File: src/design/multiset_random_sampler_table_defines.svh
// Assertion macros for the sampler table.
`ifndef MULTISET_RANDOM_SAMPLER_TABLE_DEFINES_SVH
`define MULTISET_RANDOM_SAMPLER_TABLE_DEFINES_SVH

`ifndef SYNTHESIS
// Plain property, checked on every edge out of reset.
`define MSRS_ASSERT(lbl, prop, msg) \
	lbl: assert property (@(posedge clk) disable iff (!arst_n) (prop)) else $error(msg);
// Antecedent this cycle, consequent the next.
`define MSRS_ASSERT_NEXT(lbl, ante, cons, msg) \
	lbl: assert property (@(posedge clk) disable iff (!arst_n) (ante) |=> (cons)) else $error(msg);
`else
`define MSRS_ASSERT(lbl, prop, msg)
`define MSRS_ASSERT_NEXT(lbl, ante, cons, msg)
`endif

`endif

File: src/design/msrs_pkg.sv
package msrs_pkg;

	typedef logic signed [31:0] word_t;
	typedef logic [1:0] kind_t;

	localparam kind_t KIND_INSERT = 2'd0;
	localparam kind_t KIND_REMOVE = 2'd1;
	localparam kind_t KIND_SAMPLE = 2'd2;

endpackage

File: src/design/msrs_cell.sv
// One storage cell of the ring: takes its neighbour's word on each shift.
module msrs_cell import msrs_pkg::*; (
	input  logic  clk,
	input  logic  shift,
	input  word_t d,
	output word_t q
);

	word_t word_q;

	always_ff @(posedge clk) begin
		if (shift) begin
			word_q <= d;
		end
	end

	assign q = word_q;

endmodule

File: src/design/multiset_random_sampler_table.sv
// Multiset random sampler table.
// Command port: a beat (kind, value, random_draw) is taken on a rising edge with
// start high and busy low. busy stays high until the result is produced.
// Result port: flag, sample_value and status are valid for exactly one cycle
// while done is high; there is no back-pressure, the receiver must take it.
// The entries live in a ring of CAPACITY cells that rotates one place a cycle
// while a find or write pass runs; every search or access is one full rotation,
// so the ring is back in its original alignment at the end of each pass.
// Steps from accept to the done cycle:
//   insert (not full)       one find pass
//   remove of absent value  one find pass
//   remove of present value find pass, then write pass
//   sample (non-empty)      index multiply step, then find pass
//   insert into full table, sample of empty table, unused kind: answered straight from idle
// One command at a time; throughput is set by the ring rotation.
// Reset clears the entry count and the control state; the cell contents are
// not reset, entries beyond the count are never used.
`include "multiset_random_sampler_table_defines.svh"

module multiset_random_sampler_table import msrs_pkg::*; #(
	parameter int CAPACITY = 256
) (
	input  logic        clk,
	input  logic        arst_n,
	input  logic        start,
	output logic        busy,
	input  kind_t       kind,
	input  word_t       value,
	input  logic [15:0] random_draw,
	output logic        done,
	output logic        flag,
	output word_t       sample_value,
	output logic        status
);

	localparam int IDX_W = $clog2(CAPACITY);
	localparam int CNT_W = $clog2(CAPACITY + 1);
	localparam int PRD_W = CNT_W + 16;
	localparam logic [IDX_W-1:0] K_LAST = IDX_W'(CAPACITY - 1);
	localparam logic [CNT_W-1:0] CNT_FULL = CNT_W'(CAPACITY);

	typedef enum logic [2:0] {
		ST_IDLE,
		ST_MULT,
		ST_FIND,
		ST_WRITE
	} state_t;

	state_t state_q;

	// latched command
	kind_t       op_q;
	word_t       val_q;
	logic [15:0] draw_q;

	logic [CNT_W-1:0] count_q;
	logic [IDX_W-1:0] k_q;      // logical index of the word now at the head
	logic [IDX_W-1:0] pos_q;    // lowest match
	logic [IDX_W-1:0] idx_q;    // sample index
	logic             found_q;
	word_t            last_q;   // last live entry, for remove
	word_t            cap_q;    // sampled word

	logic  done_q, flag_q, status_q;
	word_t sample_q;

	// ---------------- ring of cells ----------------
	word_t cell_q [CAPACITY];
	word_t head;
	word_t tail_in;
	logic  shift;

	assign head  = cell_q[0];
	assign shift = (state_q == ST_FIND) || (state_q == ST_WRITE);

	for (genvar i = 0; i < CAPACITY; i++) begin : g_ring
		word_t d;
		if (i == CAPACITY - 1) begin : g_tail
			assign d = tail_in;
		end else begin : g_mid
			assign d = cell_q[i+1];
		end
		msrs_cell u_cell (
			.clk   (clk),
			.shift (shift),
			.d     (d),
			.q     (cell_q[i])
		);
	end

	// ---------------- per-step comparisons ----------------
	logic [CNT_W-1:0] k_ext;
	logic             live;
	logic             match;
	logic             at_last;
	logic             found_n;
	logic             ins_hit;
	logic             rem_hit;
	logic [PRD_W-1:0] prod;

	assign k_ext   = CNT_W'(k_q);
	assign live    = k_ext < count_q;
	assign match   = live && (head == val_q);
	assign at_last = (count_q != '0) && (k_ext == count_q - CNT_W'(1));
	assign found_n = found_q || match;

	// insert appends at the slot just past the live entries
	assign ins_hit = (state_q == ST_FIND) && (op_q == KIND_INSERT) && (k_ext == count_q);
	// remove overwrites the lowest match with the last live entry
	assign rem_hit = (state_q == ST_WRITE) && (k_q == pos_q);

	always_comb begin
		tail_in = head;
		if (ins_hit) begin
			tail_in = val_q;
		end else if (rem_hit) begin
			tail_in = last_q;
		end
	end

	assign prod = PRD_W'(draw_q) * PRD_W'(count_q);

	// ---------------- control ----------------
	always_ff @(posedge clk or negedge arst_n) begin
		if (!arst_n) begin
			state_q  <= ST_IDLE;
			count_q  <= '0;
			k_q      <= '0;
			found_q  <= 1'b0;
			done_q   <= 1'b0;
			flag_q   <= 1'b0;
			status_q <= 1'b0;
			sample_q <= '0;
		end else begin
			done_q <= 1'b0;
			case (state_q)
				ST_IDLE: begin
					if (start) begin
						op_q     <= kind;
						val_q    <= value;
						draw_q   <= random_draw;
						k_q      <= '0;
						found_q  <= 1'b0;
						cap_q    <= '0;
						flag_q   <= 1'b0;
						status_q <= 1'b0;
						sample_q <= '0;
						case (kind)
							KIND_INSERT: begin
								if (count_q == CNT_FULL) begin
									done_q   <= 1'b1;
									status_q <= 1'b1;
								end else begin
									state_q <= ST_FIND;
								end
							end
							KIND_REMOVE: begin
								state_q <= ST_FIND;
							end
							KIND_SAMPLE: begin
								if (count_q == '0) begin
									done_q <= 1'b1;
								end else begin
									state_q <= ST_MULT;
								end
							end
							default: begin
								done_q <= 1'b1;
							end
						endcase
					end
				end
				ST_MULT: begin
					// index is below count since draw < 2^16
					idx_q   <= prod[16 +: IDX_W];
					state_q <= ST_FIND;
				end
				ST_FIND: begin
					if (match && !found_q) begin
						pos_q <= k_q;
					end
					found_q <= found_n;
					if (at_last) begin
						last_q <= head;
					end
					if ((op_q == KIND_SAMPLE) && (k_q == idx_q)) begin
						cap_q <= head;
					end
					if (k_q == K_LAST) begin
						k_q <= '0;
						case (op_q)
							KIND_INSERT: begin
								count_q <= count_q + CNT_W'(1);
								flag_q  <= !found_n;
								done_q  <= 1'b1;
								state_q <= ST_IDLE;
							end
							KIND_REMOVE: begin
								if (found_n) begin
									state_q <= ST_WRITE;
								end else begin
									done_q  <= 1'b1;
									state_q <= ST_IDLE;
								end
							end
							default: begin
								sample_q <= (k_q == idx_q) ? head : cap_q;
								done_q   <= 1'b1;
								state_q  <= ST_IDLE;
							end
						endcase
					end else begin
						k_q <= k_q + IDX_W'(1);
					end
				end
				ST_WRITE: begin
					if (k_q == K_LAST) begin
						k_q     <= '0;
						count_q <= count_q - CNT_W'(1);
						flag_q  <= 1'b1;
						done_q  <= 1'b1;
						state_q <= ST_IDLE;
					end else begin
						k_q <= k_q + IDX_W'(1);
					end
				end
				default: begin
					state_q <= ST_IDLE;
				end
			endcase
		end
	end

	assign busy         = (state_q != ST_IDLE);
	assign done         = done_q;
	assign flag         = flag_q;
	assign sample_value = sample_q;
	assign status       = status_q;

	// ---------------- checks ----------------
	`MSRS_ASSERT(a_count_range, count_q <= CNT_FULL, "entry count above capacity")
	`MSRS_ASSERT(a_done_idle, done_q |-> (state_q == ST_IDLE), "result beat while still busy")
	`MSRS_ASSERT_NEXT(a_accept_moves, start && !busy, busy || done_q, "accepted beat dropped")
	`MSRS_ASSERT(a_count_on_done, (count_q != $past(count_q)) |-> done_q, "count moved mid-command")
	`MSRS_ASSERT(a_full_clean, (done_q && status_q) |-> (!flag_q && (sample_q == '0)), "rejected insert with payload")

endmodule

File: config.mk
export PLATFORM = sky130hd
export DESIGN_NAME = multiset_random_sampler_table
export DESIGN_NICKNAME = d
export VERILOG_FILES = /design/src/design/msrs_pkg.sv /design/src/design/msrs_cell.sv /design/src/design/multiset_random_sampler_table.sv
export VERILOG_INCLUDE_DIRS = /design/src /design/src/design
export SDC_FILE = /design/constraint.sdc
export NUM_CORES = 2
export LEC_CHECK = 0
export BUFFER_PORTS_ARGS = -buffer_cell sky130_fd_sc_hd__buf_2
export CORE_MARGIN = 2
export CORE_UTILIZATION = 60
export CTS_BUF_LIST = sky130_fd_sc_hd__clkbuf_8
export DETAILED_ROUTE_END_ITERATION = 6
export PLACE_DENSITY_LB_ADDON = 0.3
export SKIP_CTS_REPAIR_TIMING = 1
export SYNTH_ARGS = -nofsm -noshare
export SYNTH_HDL_FRONTEND = slang
export SYNTH_HIERARCHICAL = 1
export SYNTH_SLANG_ARGS = --single-unit
File: constraint.sdc
create_clock -name clk -period 469.3 [get_ports clk]
set_input_delay 46.93 -clock clk [delete_from_list [all_inputs] [get_ports clk]]
set_output_delay 46.93 -clock clk [all_outputs]
set_load 0.05 [all_outputs]
### Yosys cells after proc, flatten, opt, wreduce, memory -nomap -nowiden

Index checks and enable logic that the tools add are counted.

| storage, ports and cells | value |
|---|---|
| bits in registers | 8,378 |
| bits of input ports | 53 |
| logic and storage cells | 375 |

| operators by class | value |
|---|---|
| mux-type cells | 41 |
| reductions and logical operators | 35 |
| add/sub/neg operators | 3 |
| multiply operators | 1 |
| equal/unequal tests | 23 |
| $lt $le $gt $ge | 1 |

Operators by type and width:

| cell | number |
|---|---|
| $mux 32 | 7 |
| $pmux 32 s2 | 2 |
| $eq 32x32->1 | 1 |
| $mux 9 | 3 |
| $mul 16x9->24 | 1 |
| $eq 8x9->1 | 2 |
| $pmux 9 s2 | 1 |
| $eq 8x8->1 | 2 |
| $mux 8 | 2 |
| $pmux 8 s2 | 1 |
| $mux 3 | 5 |
| $mux 1 | 12 |
| $pmux 3 s4 | 1 |
| $reduce_and 4->1 | 3 |
| $add 9x1->9 const B | 1 |
| $eq 9x9->1 const B | 1 |
| $logic_not 9->1 | 1 |
| $lt 8x9->1 | 1 |
| $pmux 1 s3 | 3 |
| $pmux 3 s3 | 1 |
| $reduce_and 3->1 | 3 |
| $reduce_bool 9->1 | 1 |
| $sub 9x1->9 const B | 1 |
| $add 8x1->8 const B | 1 |
| 22 further kinds | 47 |

### Longest topological paths before layout

| depth | value |
|---|---|
| depth in word-level cells | 7 |
| mapped depth | 18 |
| depth with buffers taken out | 16 |

### By module

The synthesis kept the hierarchy.

By module, submodules not included:

| module | instances | area each (um2) | cells each |
|---|---|---|---|
| msrs_cell | 256 | 960.9 | 32 |
| multiset_random_sampler_table | 1 | 12,663.4 | 1,169 |

### Worst setup path before layout

OpenSTA, ideal clock, no wires.

| timing | value |
|---|---|
| kind | reg2reg |
| from | reg state_q[1] |
| to | reg g_ring[0].u_cell.word_q[0] (enable) |
| path buffers | 2 |
| arrival time | 220.154 ns |
| data required time | 457.556 ns |
| path slack | 237.402 ns |
| cell stages (with the launch flop) | 3 |
| cells stage by stage | dfrtp_1 -> clkbuf_1 -> clkbuf_1 |

| on the way | value |
|---|---|
| longest elaborated chain between the ends | 2 |
| elaborated cells between the ends (all ways) | 3 |
| those cells by class | 2 x eq/ne; 1 x reduce/logical |

Ends and longest elaborated chain:

| what | RTL line | RTL |
|---|---|---|
| start, declared | multiset_random_sampler_table.sv:49 | `state_t state_q;` |
| start signal, assigned | multiset_random_sampler_table.sv:126 | `state_q <= ST_IDLE;` |
| start signal, assigned | multiset_random_sampler_table.sv:154 | `state_q <= ST_FIND;` |
| start signal, assigned | multiset_random_sampler_table.sv:158 | `state_q <= ST_FIND;` |
| $eq 3x2->1 | multiset_random_sampler_table.sv:74 | `assign shift = (state_q == ST_FIND) \|\| (state_q == ST_WRITE);` |
| $logic_or 1x1->1 * | multiset_random_sampler_table.sv:74 |  |
| named net shift | multiset_random_sampler_table.sv:71 | `logic shift;` |
| end signal, assigned | msrs_cell.sv:13 | `word_q <= d;` |
| end, declared | msrs_cell.sv:9 | `word_t word_q;` |

The timed path passes the listed nets; every way through them passes the cells marked *.
A chain may end at the register's enable or synchronous reset.

### Worst setup path in the final report

| timing | value |
|---|---|
| from | reg state_q[1] |
| to | out busy |

| on the way | value |
|---|---|
| longest elaborated chain between the ends | 1 |

Ends and longest elaborated chain:

| what | RTL line | RTL |
|---|---|---|
| $reduce_bool 3->1 | multiset_random_sampler_table.sv:234 | `assign busy = (state_q != ST_IDLE);` |
| end, declared | multiset_random_sampler_table.sv:26 | `output logic busy,` |

Every way passes these cells.

==> results.rst <==
.. list-table::
   :header-rows: 1

   * - Metric
     - Value
   * - Critical path class
     - reg -> out
   * - Initial Util
     - 60.2%
   * - Clock edge transition at the registers on the reported setup and hold paths
     - 60 ps
   * - Total of warnings raised by yosys
     - 6
   * - Peak supply drop
     - 0.00306 mV
   * - Placement Cell Area
     - 267000 sq um
   * - Max-slew headroom at the worst pin
     - 16.0%
   * - RSZ-0062 raised after global routing
     - false
   * - Wire length reported by the detailed router
     - 322 mm
   * - Average footprint of a synthesized cell
     - 27.6 sq um
   * - Pin count of the biggest net entering global routing
     - 219
   * - Mapped Area
     - 259000 sq um
   * - Number of nets still failing antenna checks after routing
     - 0
   * - Number of setup violations in the final report
     - 0
   * - Arrival time reported for the critical path endpoint
     - 2920 ps
   * - Count of standard-cell rows
     - 241
   * - Via count of the first global-routing pass
     - 89100
   * - Final weighted congestion of routability-driven global placement
     - 0.773
   * - Seq pwr share
     - 60.7%
   * - Run status
     - finished, violations left
   * - Clock buffers created by TritonCTS
     - 1286
   * - Worst Hold Class
     - reg -> reg
   * - TritonCTS clock tree
     - done
   * - Dominant synthesized flop cell
     - edfxtp_1
   * - Count of maximum capacitance violations
     - 0
   * - Share of async-settable or async-resettable flops after synthesis
     - 0.657%
   * - Count of cell types in the netlist
     - 55
   * - Count of flip-flops with a built-in enable after synthesis
     - 8322
   * - Insertion delay to the later sink of the worst-skew pair
     - 1260 ps
   * - Depth of the worst register-to-register path
     - 8
   * - Required time at the worst-slack endpoint
     - 422370 ps
   * - Leading area contributor after synthesis
     - edfxtp_1
   * - Multi-input gate area
     - 6730 sq um
   * - Root buffer cell
     - clkbuf_8
   * - Post-synthesis instance total
     - 9361
   * - Horiz. Die Dim
     - 661 um
   * - Area delta synth->final
     - 11.8%
   * - Iter 0 DRT Violations
     - 9133
   * - Crit Path Max Fanout
     - 75
   * - Die area
     - 436000 sq um
   * - Initial antenna violation count
     - 17
   * - Total number of nets in the final design
     - 11000
   * - Net switching fraction of the power
     - 19.5%
   * - Remaining design rule violation count
     - 2
   * - Max Buffers Root-to-Sink
     - 5
   * - Final slew viol count
     - 0
   * - Cell count after placement
     - 15200
   * - Number of buffer cells added on primary ports
     - 88
   * - Cell-by-cell listing of the critical path
     - nor2_1 > inv_1 > buf_2
   * - Cell Int Power
     - 1090 uW
   * - Maximum level of the CTS H-tree
     - 7
   * - Highest-delay cell along the critical path
     - dfrtp_4
   * - WHS Path Cells
     - 0
   * - Vias post-DR
     - 89500
   * - Clock skew
     - 81.7 ps
   * - PwrDens
     - 4.67 nW/um^2
   * - GR Overflow Total
     - 0
   * - Worst setup SP type
     - flop
   * - HPWL after detailed placement
     - 146 mm
   * - Routed wire per std cell
     - 18.5 um
   * - Top-count cell post-synth
     - edfxtp_1
   * - Delay of the slowest cell on the worst path
     - 1010 ps
   * - Synth top area cells
     - edfxtp_1, fa_1, dfrtp_1, and2_1, mux2i_1
   * - Final Hold Vio Count
     - 0
   * - Detailed-route vias per instance
     - 5.14
   * - Yosys reg bits
     - 8377
   * - Pin slew with the least headroom to its limit
     - 1260 ps
   * - Number of standard cells in the final layout excluding fillers
     - 17400
   * - Clock group share of total power
     - 38.7%
   * - Net count after synthesis
     - 9562
   * - Maximum clock rate
     - 0.0201 GHz
   * - # fillers
     - 25100
   * - Power dissipated by switching net loads
     - 263 uW
   * - Total clock sinks
     - 8377
   * - Layout cell share with drive strength beyond 1
     - 14.5%
   * - Final Critical Period
     - 49850 ps
   * - Leading post-synthesis cells by instance count
     - edfxtp_1, inv_1, nand2_1
   * - Final instance area
     - 289000 sq um
   * - Router iterations before antenna repair
     - 7
   * - Global-route wire length before repair
     - 497 mm
   * - Leakage power
     - 0.0847 uW
   * - GR Util All Layers
     - 14.8%
   * - Height of the die
     - 661 um
   * - Final period utilization
     - 10.6%
   * - Count of boundary I/O pins
     - 89
   * - Core Area
     - 430000 sq um
   * - Top-area cell type share of the netlist area
     - 96.6%
   * - Share of synthesized area occupied by flip-flops and latches
     - 97.1%
   * - Setup tns final
     - 0 ps
   * - Sequential cell area
     - 251000 sq um
   * - Violated checks
     - design-rule violations
   * - Critical path capture point type
     - output pin
   * - Comb pwr share
     - 0.6%
[final timing paths]
path / from / end / slack [ps]
worst max-delay path: state_q[1]$_DFFE_PN0P_ / busy / 419450
worst min-delay path: g_ring[157].u_cell/q[4]$_DFFE_PP_ / g_ring[156].u_cell/q[4]$_DFFE_PP_ / 350
worst max register to register: state_q[1]$_DFFE_PN0P_ / g_ring[159].u_cell/q[14]$_DFFE_PP_ / 460390
worst min register to register: g_ring[157].u_cell/q[4]$_DFFE_PP_ / g_ring[156].u_cell/q[4]$_DFFE_PP_ / 350
max in group asynchronous: arst_n / sample_value[1]$_DFFE_PN0P_ / 422740
min in group asynchronous: arst_n / count_q[0]$_DFFE_PN0P_ / 45850
[cell families (layout without fill, tap and decap cells)]
family                   after synthesis  after routing  synth area share [%]
other                                  0              6                     0
buffers and inverters                183           2505                 0.269
AO/OA/AOI/OAI                        142            142                 0.357
multiplexers                          64             64                 0.248
adder cells (fa/ha/maj)              148            148                 0.997
flip-flops                          8377           8377                  97.1
XOR/XNOR                              78             78                 0.264
AND/OR/NAND/NOR                      369            369                 0.718
[worst max-delay path, delay by kind of cell, from the launching register on]
| kind | cells | cell delay [ps] |
|---|---|---|
| DFF | 1 | 1010 |
| and+or+nand+nor | 1 | 220 |
| buffers and inverters | 2 | 430 |
[flip-flops by register name, indices dropped and copies added, names as in the netlist, 9 cells and up]
signal,count
sample_value,32
last_q,32
draw_q,16
g_ring.u_cell/q,8192
count_q,9
val_q,32
cap_q,32
[area by class of cell]
cell class,instances,area share (%)
diodes,6,0.00519
multi-input cells,801,2.33
clock inverters,884,1.48
inverters,125,0.162
repair buffers,198,0.516
well taps,5710,2.47
flip-flops and latches,8377,86.9
clock buffers,1298,6.18
[per-stage QoR]
step | util, % | hold slack [ps] | total power (uW) | setup slack (ps)
4_1_cts | 67.3 | 334 | 1370 | 419280
3_5_place_dp | 62.1 | 405 | 843 | 419820
6_report | 67.3 | 346 | 1350 | 419450
2_1_floorplan | - | 400 | 855 | 237400
3_3_place_gp | 62.1 | 400 | 842 | 419950
5_1_grt | 67.3 | 344 | 1400 | 419200
[cell usage in the layout (no fill, tap or decap), drive strengths merged, types with 2 or more instances in the layout]
cell type	count
o31a	2
ha	51
diode	6
nand2b	2
o31ai	34
a21o	6
nor2	58
bufinv	21
and3b	2
nand3	12
dfrtp	55
buf	198
edfxtp	8322
clkinvlp	29
inv	546
xor2	54
a22o	3
o21a	5
o311ai	3
mux2i	64
a21oi	52
and3	5
clkbuf	1298
nand4	8
nand4b	3
clkinv	413
fa	97
a22oi	2
and2	117
nand2	121
o21ai	18
a31oi	3
nor2b	4
nor3	14
o211ai	3
nor4	15
or4	2
xnor2	24
[metal layers]
layer | up-vias | track usage, % | wire length [um]
met5 | - | 0 | 0
li1 | 40600 | - | -
met3 | 665 | 4.18 | 18100
met4 | 0 | 6.75 | 8380
met1 | 45800 | 23.9 | 160000
met2 | 2363 | 18.9 | 135000
[power by group through the flow]
stage | logic [uW] | registers [uW] | clock network [uW]
final | 8.00 | 819 | 523
after detailed placement | 7.98 | 835 | 0
after global placement | 7.55 | 834 | 0
after floorplan | 3.78 | 851 | 0
after CTS | 8.01 | 819 | 545
after global routing | 8.58 | 819 | 577
Note: power is estimated with default switching activity, not from simulation.
